<file path="src/hdl/formal_concept_next_closure_macros.svh">
// Assertion macros for the concept enumeration block.
// Define NO_ASSERTIONS to compile the checks out.
`ifndef FORMAL_CONCEPT_NEXT_CLOSURE_MACROS_SVH
`define FORMAL_CONCEPT_NEXT_CLOSURE_MACROS_SVH

`ifndef NO_ASSERTIONS

// The consequent must hold in the same cycle as the antecedent.
`define FCNC_ASSERT_SAME(label, clk, rst_n, ante, cons) \
    label: assert property (@(posedge clk) disable iff (!rst_n) (ante) |-> (cons)) \
        else $error("concept enumeration check failed");

// The consequent must hold in the cycle after the antecedent.
`define FCNC_ASSERT_NEXT(label, clk, rst_n, ante, cons) \
    label: assert property (@(posedge clk) disable iff (!rst_n) (ante) |=> (cons)) \
        else $error("concept enumeration check failed");

`else

`define FCNC_ASSERT_SAME(label, clk, rst_n, ante, cons)
`define FCNC_ASSERT_NEXT(label, clk, rst_n, ante, cons)

`endif

`endif

</file>
<file path="src/hdl/fcnc_pkg.sv">
package fcnc_pkg;

    localparam int NUM_ATTRS_DEF = 30;
    localparam int FIELD_W       = 30;

    localparam logic [1:0] CMD_CLEAR = 2'd0;
    localparam logic [1:0] CMD_ADD   = 2'd1;
    localparam logic [1:0] CMD_NEXT  = 2'd2;

    localparam logic [1:0] ST_VALID    = 2'd0;
    localparam logic [1:0] ST_FINISHED = 2'd1;
    localparam logic [1:0] ST_FAILED   = 2'd2;

    typedef struct packed {
        logic [1:0]         cmd;
        logic [FIELD_W-1:0] body_mask;
    } in_t;

    typedef struct packed {
        logic [FIELD_W-1:0] extent_set;
        logic [FIELD_W-1:0] intent_set;
        logic               is_last;
        logic [1:0]         status;
    } out_t;

    typedef struct packed {
        logic clear;
        logic add;
    } tbl_ctrl_t;

    typedef enum logic [2:0] {
        S_IDLE,
        S_PROBE,
        S_CLOSE,
        S_INTENT,
        S_EMIT
    } state_t;

endpackage

</file>
<file path="src/hdl/fcnc_table.sv">
module fcnc_table #(
    parameter int NUM_ATTRS = fcnc_pkg::NUM_ATTRS_DEF
) (
    input  logic                                aclk,
    input  logic                                aresetn,
    input  fcnc_pkg::tbl_ctrl_t                 ctrl,
    input  logic [NUM_ATTRS-1:0]                body,
    output logic [NUM_ATTRS-1:0][NUM_ATTRS-1:0] rows
);

    logic [NUM_ATTRS-1:0][NUM_ATTRS-1:0] rows_reg;

    // Each body is merged into the row of every attribute it holds.
    always_ff @(posedge aclk) begin
        if (!aresetn || ctrl.clear) begin
            rows_reg <= '0;
        end else if (ctrl.add) begin
            for (int k = 0; k < NUM_ATTRS; k++) begin
                if (body[k]) begin
                    rows_reg[k] <= rows_reg[k] | body;
                end
            end
        end
    end

    assign rows = rows_reg;

endmodule

</file>
<file path="src/hdl/fcnc_derive.sv">
module fcnc_derive #(
    parameter int NUM_ATTRS = fcnc_pkg::NUM_ATTRS_DEF
) (
    input  logic [NUM_ATTRS-1:0]                set_in,
    input  logic [NUM_ATTRS-1:0][NUM_ATTRS-1:0] rows,
    output logic [NUM_ATTRS-1:0]                derived
);

    // A result bit survives unless some selected attribute cooccurs with it,
    // which is the AND of the inverted relation rows of the selected attributes.
    always_comb begin
        for (int j = 0; j < NUM_ATTRS; j++) begin
            derived[j] = 1'b1;
            for (int k = 0; k < NUM_ATTRS; k++) begin
                derived[j] = derived[j] & ~(set_in[k] & rows[k][j]);
            end
        end
    end

endmodule

</file>
<file path="src/hdl/formal_concept_next_closure.sv">
// Each advance is worked out step by step by the single shared derivation unit,
// which is used twice per attribute position tried.
// Clear and add keep input ready high; a next command holds input ready low
// until its result is registered, and that waits while the output register
// still holds a result that has not been taken.
// Reset (aresetn low, synchronous) empties the table and restarts the enumeration.
module formal_concept_next_closure #(
    parameter int NUM_ATTRS = fcnc_pkg::NUM_ATTRS_DEF
) (
    input  logic            aclk,
    input  logic            aresetn,
    input  logic            s_valid,
    output logic            s_ready,
    input  fcnc_pkg::in_t   s_data,
    output logic            m_valid,
    input  logic            m_ready,
    output fcnc_pkg::out_t  m_data
);

    `include "formal_concept_next_closure_macros.svh"

    localparam int IW = $clog2(NUM_ATTRS);
    localparam int FW = fcnc_pkg::FIELD_W;

    // Control state.
    fcnc_pkg::state_t state_reg, state_next;
    logic             started_reg, started_next;
    logic             finished_reg, finished_next;
    logic [NUM_ATTRS-1:0] cur_reg, cur_next;
    logic             m_valid_reg, m_valid_next;

    // Working registers of the sequencer.
    logic             init_reg, init_next;
    logic [IW-1:0]    idx_reg, idx_next;
    logic [NUM_ATTRS-1:0] t_reg, t_next;
    logic [NUM_ATTRS-1:0] a_reg, a_next;
    fcnc_pkg::out_t   pend_reg, pend_next;
    fcnc_pkg::out_t   out_reg, out_next;

    // Table and shared derivation unit.
    fcnc_pkg::tbl_ctrl_t                 tbl_ctrl;
    logic [NUM_ATTRS-1:0]                body_n;
    logic [NUM_ATTRS+FW-1:0]             body_wide;
    logic [NUM_ATTRS-1:0][NUM_ATTRS-1:0] rows;
    logic [NUM_ATTRS-1:0]                der_in;
    logic [NUM_ATTRS-1:0]                der_out;

    // Position masks for the attribute currently being tried.
    logic [NUM_ATTRS-1:0] bit_mask;
    logic [NUM_ATTRS-1:0] below_mask;
    logic [NUM_ATTRS-1:0] prefix;
    logic                 cand_ok;
    logic [FW+NUM_ATTRS-1:0] ext_wide;
    logic [FW+NUM_ATTRS-1:0] int_wide;

    logic accept;

    // Conditions watched by the checks at the end.
    logic next_after_end;
    logic emit_finished;
    logic emit_failed;
    logic in_close;
    logic probe_free;

    assign s_ready = (state_reg == fcnc_pkg::S_IDLE);
    assign accept  = s_valid && s_ready;
    assign m_valid = m_valid_reg;
    assign m_data  = out_reg;

    // Body bits beyond the attribute count are dropped; missing ones are zero.
    assign body_wide = {{NUM_ATTRS{1'b0}}, s_data.body_mask};
    assign body_n    = body_wide[NUM_ATTRS-1:0];

    always_comb begin
        for (int j = 0; j < NUM_ATTRS; j++) begin
            bit_mask[j]   = (j == int'(idx_reg));
            below_mask[j] = (j < int'(idx_reg));
        end
    end

    assign prefix = cur_reg & below_mask;

    // The shared unit derives from the probe set, then from the intermediate set,
    // then from the accepted extent, depending on the step.
    always_comb begin
        case (state_reg)
            fcnc_pkg::S_PROBE: der_in = init_reg ? '0 : (prefix | bit_mask);
            fcnc_pkg::S_CLOSE: der_in = t_reg;
            default:           der_in = a_reg;
        endcase
    end

    // Lectic test: the closure must not add anything below the tried position.
    assign cand_ok = init_reg || ((der_out & below_mask) == prefix);

    fcnc_table #(
        .NUM_ATTRS(NUM_ATTRS)
    ) u_table (
        .aclk   (aclk),
        .aresetn(aresetn),
        .ctrl   (tbl_ctrl),
        .body   (body_n),
        .rows   (rows)
    );

    fcnc_derive #(
        .NUM_ATTRS(NUM_ATTRS)
    ) u_derive (
        .set_in (der_in),
        .rows   (rows),
        .derived(der_out)
    );

    // Next state.
    always_comb begin
        state_next = state_reg;
        case (state_reg)
            fcnc_pkg::S_IDLE: begin
                if (accept && s_data.cmd == fcnc_pkg::CMD_NEXT) begin
                    state_next = finished_reg ? fcnc_pkg::S_EMIT : fcnc_pkg::S_PROBE;
                end
            end
            fcnc_pkg::S_PROBE: begin
                if (init_reg || !cur_reg[idx_reg]) begin
                    state_next = fcnc_pkg::S_CLOSE;
                end else if (idx_reg == '0) begin
                    state_next = fcnc_pkg::S_EMIT;
                end
            end
            fcnc_pkg::S_CLOSE: begin
                if (cand_ok) begin
                    state_next = fcnc_pkg::S_INTENT;
                end else if (idx_reg == '0) begin
                    state_next = fcnc_pkg::S_EMIT;
                end else begin
                    state_next = fcnc_pkg::S_PROBE;
                end
            end
            fcnc_pkg::S_INTENT: state_next = fcnc_pkg::S_EMIT;
            fcnc_pkg::S_EMIT: begin
                if (!m_valid_reg || m_ready) begin
                    state_next = fcnc_pkg::S_IDLE;
                end
            end
            default: state_next = fcnc_pkg::S_IDLE;
        endcase
    end

    // Datapath and outputs.
    always_comb begin
        started_next  = started_reg;
        finished_next = finished_reg;
        cur_next      = cur_reg;
        init_next     = init_reg;
        idx_next      = idx_reg;
        t_next        = t_reg;
        a_next        = a_reg;
        pend_next     = pend_reg;
        out_next      = out_reg;
        m_valid_next  = m_valid_reg;
        tbl_ctrl      = '0;
        ext_wide      = {{FW{1'b0}}, a_reg};
        int_wide      = {{FW{1'b0}}, der_out};

        // The output register drains independently of the sequencer.
        if (m_valid_reg && m_ready) begin
            m_valid_next = 1'b0;
        end

        case (state_reg)
            fcnc_pkg::S_IDLE: begin
                if (accept) begin
                    case (s_data.cmd)
                        fcnc_pkg::CMD_CLEAR: begin
                            tbl_ctrl.clear = 1'b1;
                            started_next   = 1'b0;
                            finished_next  = 1'b0;
                            cur_next       = '0;
                        end
                        fcnc_pkg::CMD_ADD: begin
                            tbl_ctrl.add = 1'b1;
                        end
                        fcnc_pkg::CMD_NEXT: begin
                            init_next = !started_reg;
                            idx_next  = IW'(NUM_ATTRS - 1);
                            pend_next = '0;
                            if (finished_reg) begin
                                pend_next.status = fcnc_pkg::ST_FINISHED;
                            end
                        end
                        default: begin
                        end
                    endcase
                end
            end
            fcnc_pkg::S_PROBE: begin
                if (init_reg || !cur_reg[idx_reg]) begin
                    t_next = der_out;
                end else if (idx_reg == '0) begin
                    finished_next    = 1'b1;
                    pend_next        = '0;
                    pend_next.status = fcnc_pkg::ST_FAILED;
                end else begin
                    idx_next = idx_reg - IW'(1);
                end
            end
            fcnc_pkg::S_CLOSE: begin
                if (cand_ok) begin
                    a_next = der_out;
                end else if (idx_reg == '0) begin
                    finished_next    = 1'b1;
                    pend_next        = '0;
                    pend_next.status = fcnc_pkg::ST_FAILED;
                end else begin
                    idx_next = idx_reg - IW'(1);
                end
            end
            fcnc_pkg::S_INTENT: begin
                cur_next             = a_reg;
                started_next         = 1'b1;
                pend_next.extent_set = ext_wide[FW-1:0];
                pend_next.intent_set = int_wide[FW-1:0];
                pend_next.is_last    = (a_reg == '1);
                pend_next.status     = fcnc_pkg::ST_VALID;
                if (a_reg == '1) begin
                    finished_next = 1'b1;
                end
            end
            fcnc_pkg::S_EMIT: begin
                if (!m_valid_reg || m_ready) begin
                    out_next     = pend_reg;
                    m_valid_next = 1'b1;
                end
            end
            default: begin
            end
        endcase
    end

    always_ff @(posedge aclk) begin
        if (!aresetn) begin
            state_reg    <= fcnc_pkg::S_IDLE;
            started_reg  <= 1'b0;
            finished_reg <= 1'b0;
            cur_reg      <= '0;
            m_valid_reg  <= 1'b0;
        end else begin
            state_reg    <= state_next;
            started_reg  <= started_next;
            finished_reg <= finished_next;
            cur_reg      <= cur_next;
            m_valid_reg  <= m_valid_next;
        end
    end

    always_ff @(posedge aclk) begin
        init_reg <= init_next;
        idx_reg  <= idx_next;
        t_reg    <= t_next;
        a_reg    <= a_next;
        pend_reg <= pend_next;
        out_reg  <= out_next;
    end

    assign next_after_end = accept && s_data.cmd == fcnc_pkg::CMD_NEXT && finished_reg;
    assign emit_finished  = state_reg == fcnc_pkg::S_EMIT
                            && pend_reg.status == fcnc_pkg::ST_FINISHED;
    assign emit_failed    = state_reg == fcnc_pkg::S_EMIT
                            && pend_reg.status == fcnc_pkg::ST_FAILED;
    assign in_close       = state_reg == fcnc_pkg::S_CLOSE;
    assign probe_free     = init_reg || !cur_reg[idx_reg];

    // A next command after the end goes straight to the emit step with status finished.
    `FCNC_ASSERT_NEXT(a_done_emit, aclk, aresetn, next_after_end, emit_finished)
    // A failed advance always leaves the enumeration marked as finished.
    `FCNC_ASSERT_SAME(a_fail_done, aclk, aresetn, emit_failed, finished_reg)
    // Only positions absent from the current extent are ever closed.
    `FCNC_ASSERT_SAME(a_probe_free, aclk, aresetn, in_close, probe_free)

endmodule
</file>
<file path="config.mk">
export PLATFORM = sky130hd
export DESIGN_NAME = formal_concept_next_closure
export DESIGN_NICKNAME = d
export VERILOG_FILES = /design/src/hdl/fcnc_pkg.sv /design/src/hdl/fcnc_table.sv /design/src/hdl/fcnc_derive.sv /design/src/hdl/formal_concept_next_closure.sv
export VERILOG_INCLUDE_DIRS = /design/src /design/src/hdl
export SDC_FILE = /design/constraint.sdc
export NUM_CORES = 2
export LEC_CHECK = 0
export BUFFER_PORTS_ARGS = -buffer_cell sky130_fd_sc_hd__buf_2
export CAP_MARGIN = 30
export CORE_ASPECT_RATIO = 0.7
export CORE_MARGIN = 10
export CORE_UTILIZATION = 30
export DETAILED_ROUTE_END_ITERATION = 8
export PLACE_DENSITY_LB_ADDON = 0.2
export SLEW_MARGIN = 5
export SYNTH_ARGS = -nofsm -noshare
export SYNTH_HDL_FRONTEND = slang
export SYNTH_SLANG_ARGS = --single-unit
</file>
<file path="constraint.sdc">
create_clock -name aclk -period 10.55 [get_ports aclk]
set_clock_uncertainty 0.1 [all_clocks]
set_input_delay 1.5825 -clock aclk [delete_from_list [all_inputs] [get_ports aclk]]
set_output_delay 1.5825 -clock aclk [all_outputs]
set_load 0.01 [all_outputs]
</file>
==> results.yml <==
final_layout:
  share_of_final_layout_standard_cells_stronger_than_drive_strength_1_pct: 11.9
  syn2layout_area_growth_pct: 15.7
  layoutNonFillerInstCount: 6854
  design.final.nets: 4821
  largest_reg_flops: 900
clock_tree:
  cts-buffers-inserted: 110
  cts.path.max_buffers: 3
  cts_setup_buffers: 0
  clkLatencyLatePin_ns: 0.78
  cts.htree.levels: 3
  postCtsHoldBufs: 0
  cts.sink_count: 1128
  clock_tree_from_tritoncts: "built"
  cts_repair_resize_count: 0
  clkTransAtPathRegs_ns: 0.07
  cts_root_buffer: "sky130_fd_sc_hd__clkbuf_16"
synth:
  syn_nets: 4855
  cell_type_contributing_the_most_total_cell_area_after_synthesis: "sky130_fd_sc_hd__dfxtp_1"
  synth_cell_type_count: 94
  yosys-top-cells-area: "sky130_fd_sc_hd__dfxtp_1 42%, sky130_fd_sc_hd__edfxtp_1 13%, sky130_fd_sc_hd__a21oi_1 10%"
  synthCells: 4814
  post-synth-top-area-fraction_pct: 42.2
  ys_seq_elements: 1128
  mean_instance_size_in_the_synthesized_netlist_um2: 9.23
  yosys_warnings: 0
  postSynth.topFlopCell: "sky130_fd_sc_hd__dfxtp_1"
  synth_edf_count: 192
  synth.cell_area_um2: 44400
  ys_async_sr_fraction_pct: 0
  synth_sequential_area_ratio_pct: 55.1
floorplanning:
  std_cell_rows: 118
  die_h_um: 342
  start_util_pct: 30.1
  design.core.area_um2: 147000
  top_level_ports: 101
  fp.dieArea_um2: 164000
  die-width_um: 480
detailed_routing:
  drt_wl_total_um: 208000
  viasPerCell: 5.78
  drt_first_pass_iters: 6
  post-route-drc-count: 0
  route.antenna.remaining_nets: 0
  number_of_drc_markers_after_the_initial_detailed_route_iteration: 6406
  wire_per_inst_um: 30.3
  via_count: 39618
power:
  irDropWorstVdd_mv: 0.139
  total_switching_power_mw: 3.58
  pwr-share-seq_pct: 42.8
  switching_fraction_pct: 32.9
  powerDensity_nw_per_um2: 212
  combPwrFrac_pct: 19.1
  total_leakage_power_nw: 18.0
  power.share.clock_pct: 38.1
  internal_power_mw: 7.29
critical_path:
  timing.setup.critical_path_class: "register to register"
  cp_slowest_cell: "sky130_fd_sc_hd__nor4_2"
  timing.critical_path.cells: "buf_4, inv_1, ha_1, nor2b_1, a221oi_4, a2111oi_0, a2111oi_0, nand4_1, nor4_2, xnor2_1, o22ai_1, nor4_1, nand4_2, a21boi_4, buf_4"
  timing.critical_path.required_ns: 10.88
  end_kind: "register"
  critPathLaunchType: "register"
  crit_path_max_delay_family: "simple AND/OR/NAND/NOR gates"
  path_buf_inv: 3
  worst-endpoint-arrival_ns: 8.07
  worst-path-max-fanout: 18
  timing.critical_path.slowest_cell_delay_ns: 1.04
global_route:
  grt-ovfl-total: 0
  grt_antenna_before_repair: 15
  global_route.usage.met3_pct: 6.98
  grt_max_degree: 198
  global_route_total_usage_across_every_layer_pct: 24.1
  use_met1_pct: 37.3
  grt_first_pass_wirelength_um: 288000
  groute.layer.met2.usage_pct: 32.6
  globalRoute.busiestLayer: "met1"
  first_global_vias: 35728
timing:
  fmax_ghz: 0.129
  fin_setup_tns_ns: 0
  worst_slew_pin_slew_ns: 1.21
  slew_violations: 0
  finalWorstPathRequiredPeriod_ns: 7.75
  rsz_0062_raised_after_global_routing: "no"
  hold_violations: 0
  setup_violations: 0
  final_min_period_over_clock_period_pct: 73.4
  slew-limit-headroom_pct: 18.7
placed_design:
  routabilityCongestion: 0.943
  placed_cell_count: 6633
  dp_hpwl_um: 135000
  buffer_ports.inserted: 100
outcome:
  run_status: "complete, no violations"
flow_run:
  cap_viol_max_count: 0
min_path:
  timing.hold.worst.class: "register to register"
==> cells in the mapped netlist, drive strengths merged (8+ instances only) <==
| cell type | number |
|---|---|
| a22o | 12 |
| nor3 | 16 |
| a21oi | 918 |
| nor2 | 948 |
| a22oi | 199 |
| a222oi | 52 |
| nand4 | 69 |
| or3b | 18 |
| nand2b | 8 |
| nor4 | 26 |
| o21a | 16 |
| o2111a | 11 |
| and3 | 9 |
| clkbuf | 355 |
| a211oi | 39 |
| buf | 104 |
| nor3b | 12 |
| a31oi | 44 |
| a2111oi | 148 |
| a221oi | 16 |
| nor2b | 37 |
| nand2 | 68 |
| o21ai | 34 |
| dfxtp | 936 |
| o211ai | 60 |
| edfxtp | 192 |
| o211a | 18 |
| inv | 146 |
| nand3 | 32 |
| a21o | 21 |
| and2 | 78 |
| o2111ai | 18 |
| mux2i | 12 |
| a21boi | 16 |
| xnor2 | 19 |
==> power groups by stage <==
stage               logic (mW)  registers (mW)  clock network, mW
floorplan                0.927            4.72                  0
global placement          1.95            4.75                  0
detailed placement        1.97            4.75                  0
CTS                       1.97            4.65               4.19
global route              2.09            4.66               4.37
finish                    2.08            4.65               4.14
==> worst register-to-register path, stage by stage (launching register included) <==
cell	delay [ns]
sky130_fd_sc_hd__edfxtp_1	0.79
sky130_fd_sc_hd__buf_4	0.40
sky130_fd_sc_hd__inv_1	0.19
sky130_fd_sc_hd__ha_1	0.41
sky130_fd_sc_hd__nor2b_1	0.30
sky130_fd_sc_hd__a221oi_4	0.74
sky130_fd_sc_hd__a2111oi_0	0.24
sky130_fd_sc_hd__a2111oi_0	0.54
sky130_fd_sc_hd__nand4_1	0.61
sky130_fd_sc_hd__nor4_2	1.04
sky130_fd_sc_hd__xnor2_1	0.23
sky130_fd_sc_hd__o22ai_1	0.13
sky130_fd_sc_hd__nor4_1	0.36
sky130_fd_sc_hd__nand4_2	0.27
sky130_fd_sc_hd__a21boi_4	0.62
sky130_fd_sc_hd__buf_4	0.42
==> through the flow <==
step / hold WS (ns) / utilization [%] / setup slack, ns / total power [mW] / instance area (um2)
finish: 0.313 / 34.8 / 2.80 / 10.9 / 51400
global route: 0.325 / 34.8 / 2.57 / 11.1 / 51400
floorplan: 0.300 / - / 0.771 / 5.64 / 44400
CTS: 0.315 / 34.7 / 2.98 / 10.8 / 51200
global placement: 0.304 / 32.0 / 2.67 / 6.70 / 47200
detailed placement: 0.306 / 32.2 / 3.01 / 6.72 / 47400
==> cell usage in the layout (no fill, tap or decap), types with 13 or more instances in the layout <==
| cell | n |
|---|---|
| sky130_fd_sc_hd__o211ai_1 | 60 |
| sky130_fd_sc_hd__a21oi_1 | 914 |
| sky130_fd_sc_hd__a22oi_1 | 198 |
| sky130_fd_sc_hd__nor3_1 | 16 |
| sky130_fd_sc_hd__o2111ai_1 | 18 |
| sky130_fd_sc_hd__inv_1 | 145 |
| sky130_fd_sc_hd__edfxtp_1 | 192 |
| sky130_fd_sc_hd__buf_2 | 105 |
| sky130_fd_sc_hd__o211a_1 | 17 |
| sky130_fd_sc_hd__nand3_1 | 32 |
| sky130_fd_sc_hd__nor4_1 | 13 |
| sky130_fd_sc_hd__nor2b_1 | 37 |
| sky130_fd_sc_hd__clkbuf_16 | 111 |
| sky130_fd_sc_hd__a21boi_0 | 15 |
| sky130_fd_sc_hd__and2_1 | 64 |
| sky130_fd_sc_hd__a211oi_4 | 14 |
| sky130_fd_sc_hd__nor2_1 | 947 |
| sky130_fd_sc_hd__clkbuf_1 | 24 |
| sky130_fd_sc_hd__a2111oi_1 | 16 |
| sky130_fd_sc_hd__nand4_1 | 68 |
| sky130_fd_sc_hd__o21ai_0 | 25 |
| sky130_fd_sc_hd__o21a_1 | 16 |
| sky130_fd_sc_hd__xnor2_1 | 19 |
| sky130_fd_sc_hd__a2111oi_0 | 119 |
| sky130_fd_sc_hd__nand2_1 | 67 |
| sky130_fd_sc_hd__clkbuf_8 | 16 |
| sky130_fd_sc_hd__a211oi_1 | 20 |
| sky130_fd_sc_hd__clkinv_2 | 17 |
| sky130_fd_sc_hd__dfxtp_1 | 935 |
| sky130_fd_sc_hd__buf_4 | 175 |
| sky130_fd_sc_hd__a31oi_1 | 44 |
| sky130_fd_sc_hd__a21o_1 | 21 |
| sky130_fd_sc_hd__a222oi_1 | 52 |
==> path summary, 6_finish.rpt <==
kind / from / end / slack [ns] / cells past startpoint
max: idx_reg[0] / a_reg[1] / 2.80 / 15
min: pend_reg[1] / m_data[1] / 0.31 / 0
max reg2reg: idx_reg[0] / a_reg[1] / 2.80 / 15
min reg2reg: pend_reg[1] / m_data[1] / 0.31 / 0
==> routing by layer <==
layer  wire length (um)  vias to the layer above
li1                   -                    17241
met1              98100                    19900
met2              81400                     2224
met3              24200                      251
met4               4130                        2
met5                 13                        -
==> layout make-up <==
type                    instances  area, um2
diodes                          1       2.50
flip-flops and latches       1128      24500
fillers                     15071      96100
inverters                     147        552
well taps                    1980       2480
multi-input cells            3080      17800
repair buffers                313       2290
clock inverters                53        637
clock buffers                 152       3100
==> cell families after synthesis <==
family,synth area share (%)
xor gates and xnor gates,0.493
adders and majority gates,0.141
DFF,55.1
AOI/OAI and AO/OA,24.5
and+or+nand+nor,13.8
muxes,0.448
buffers and inverters,5.44
No activity file was read; power rests on OpenSTA's default activity.
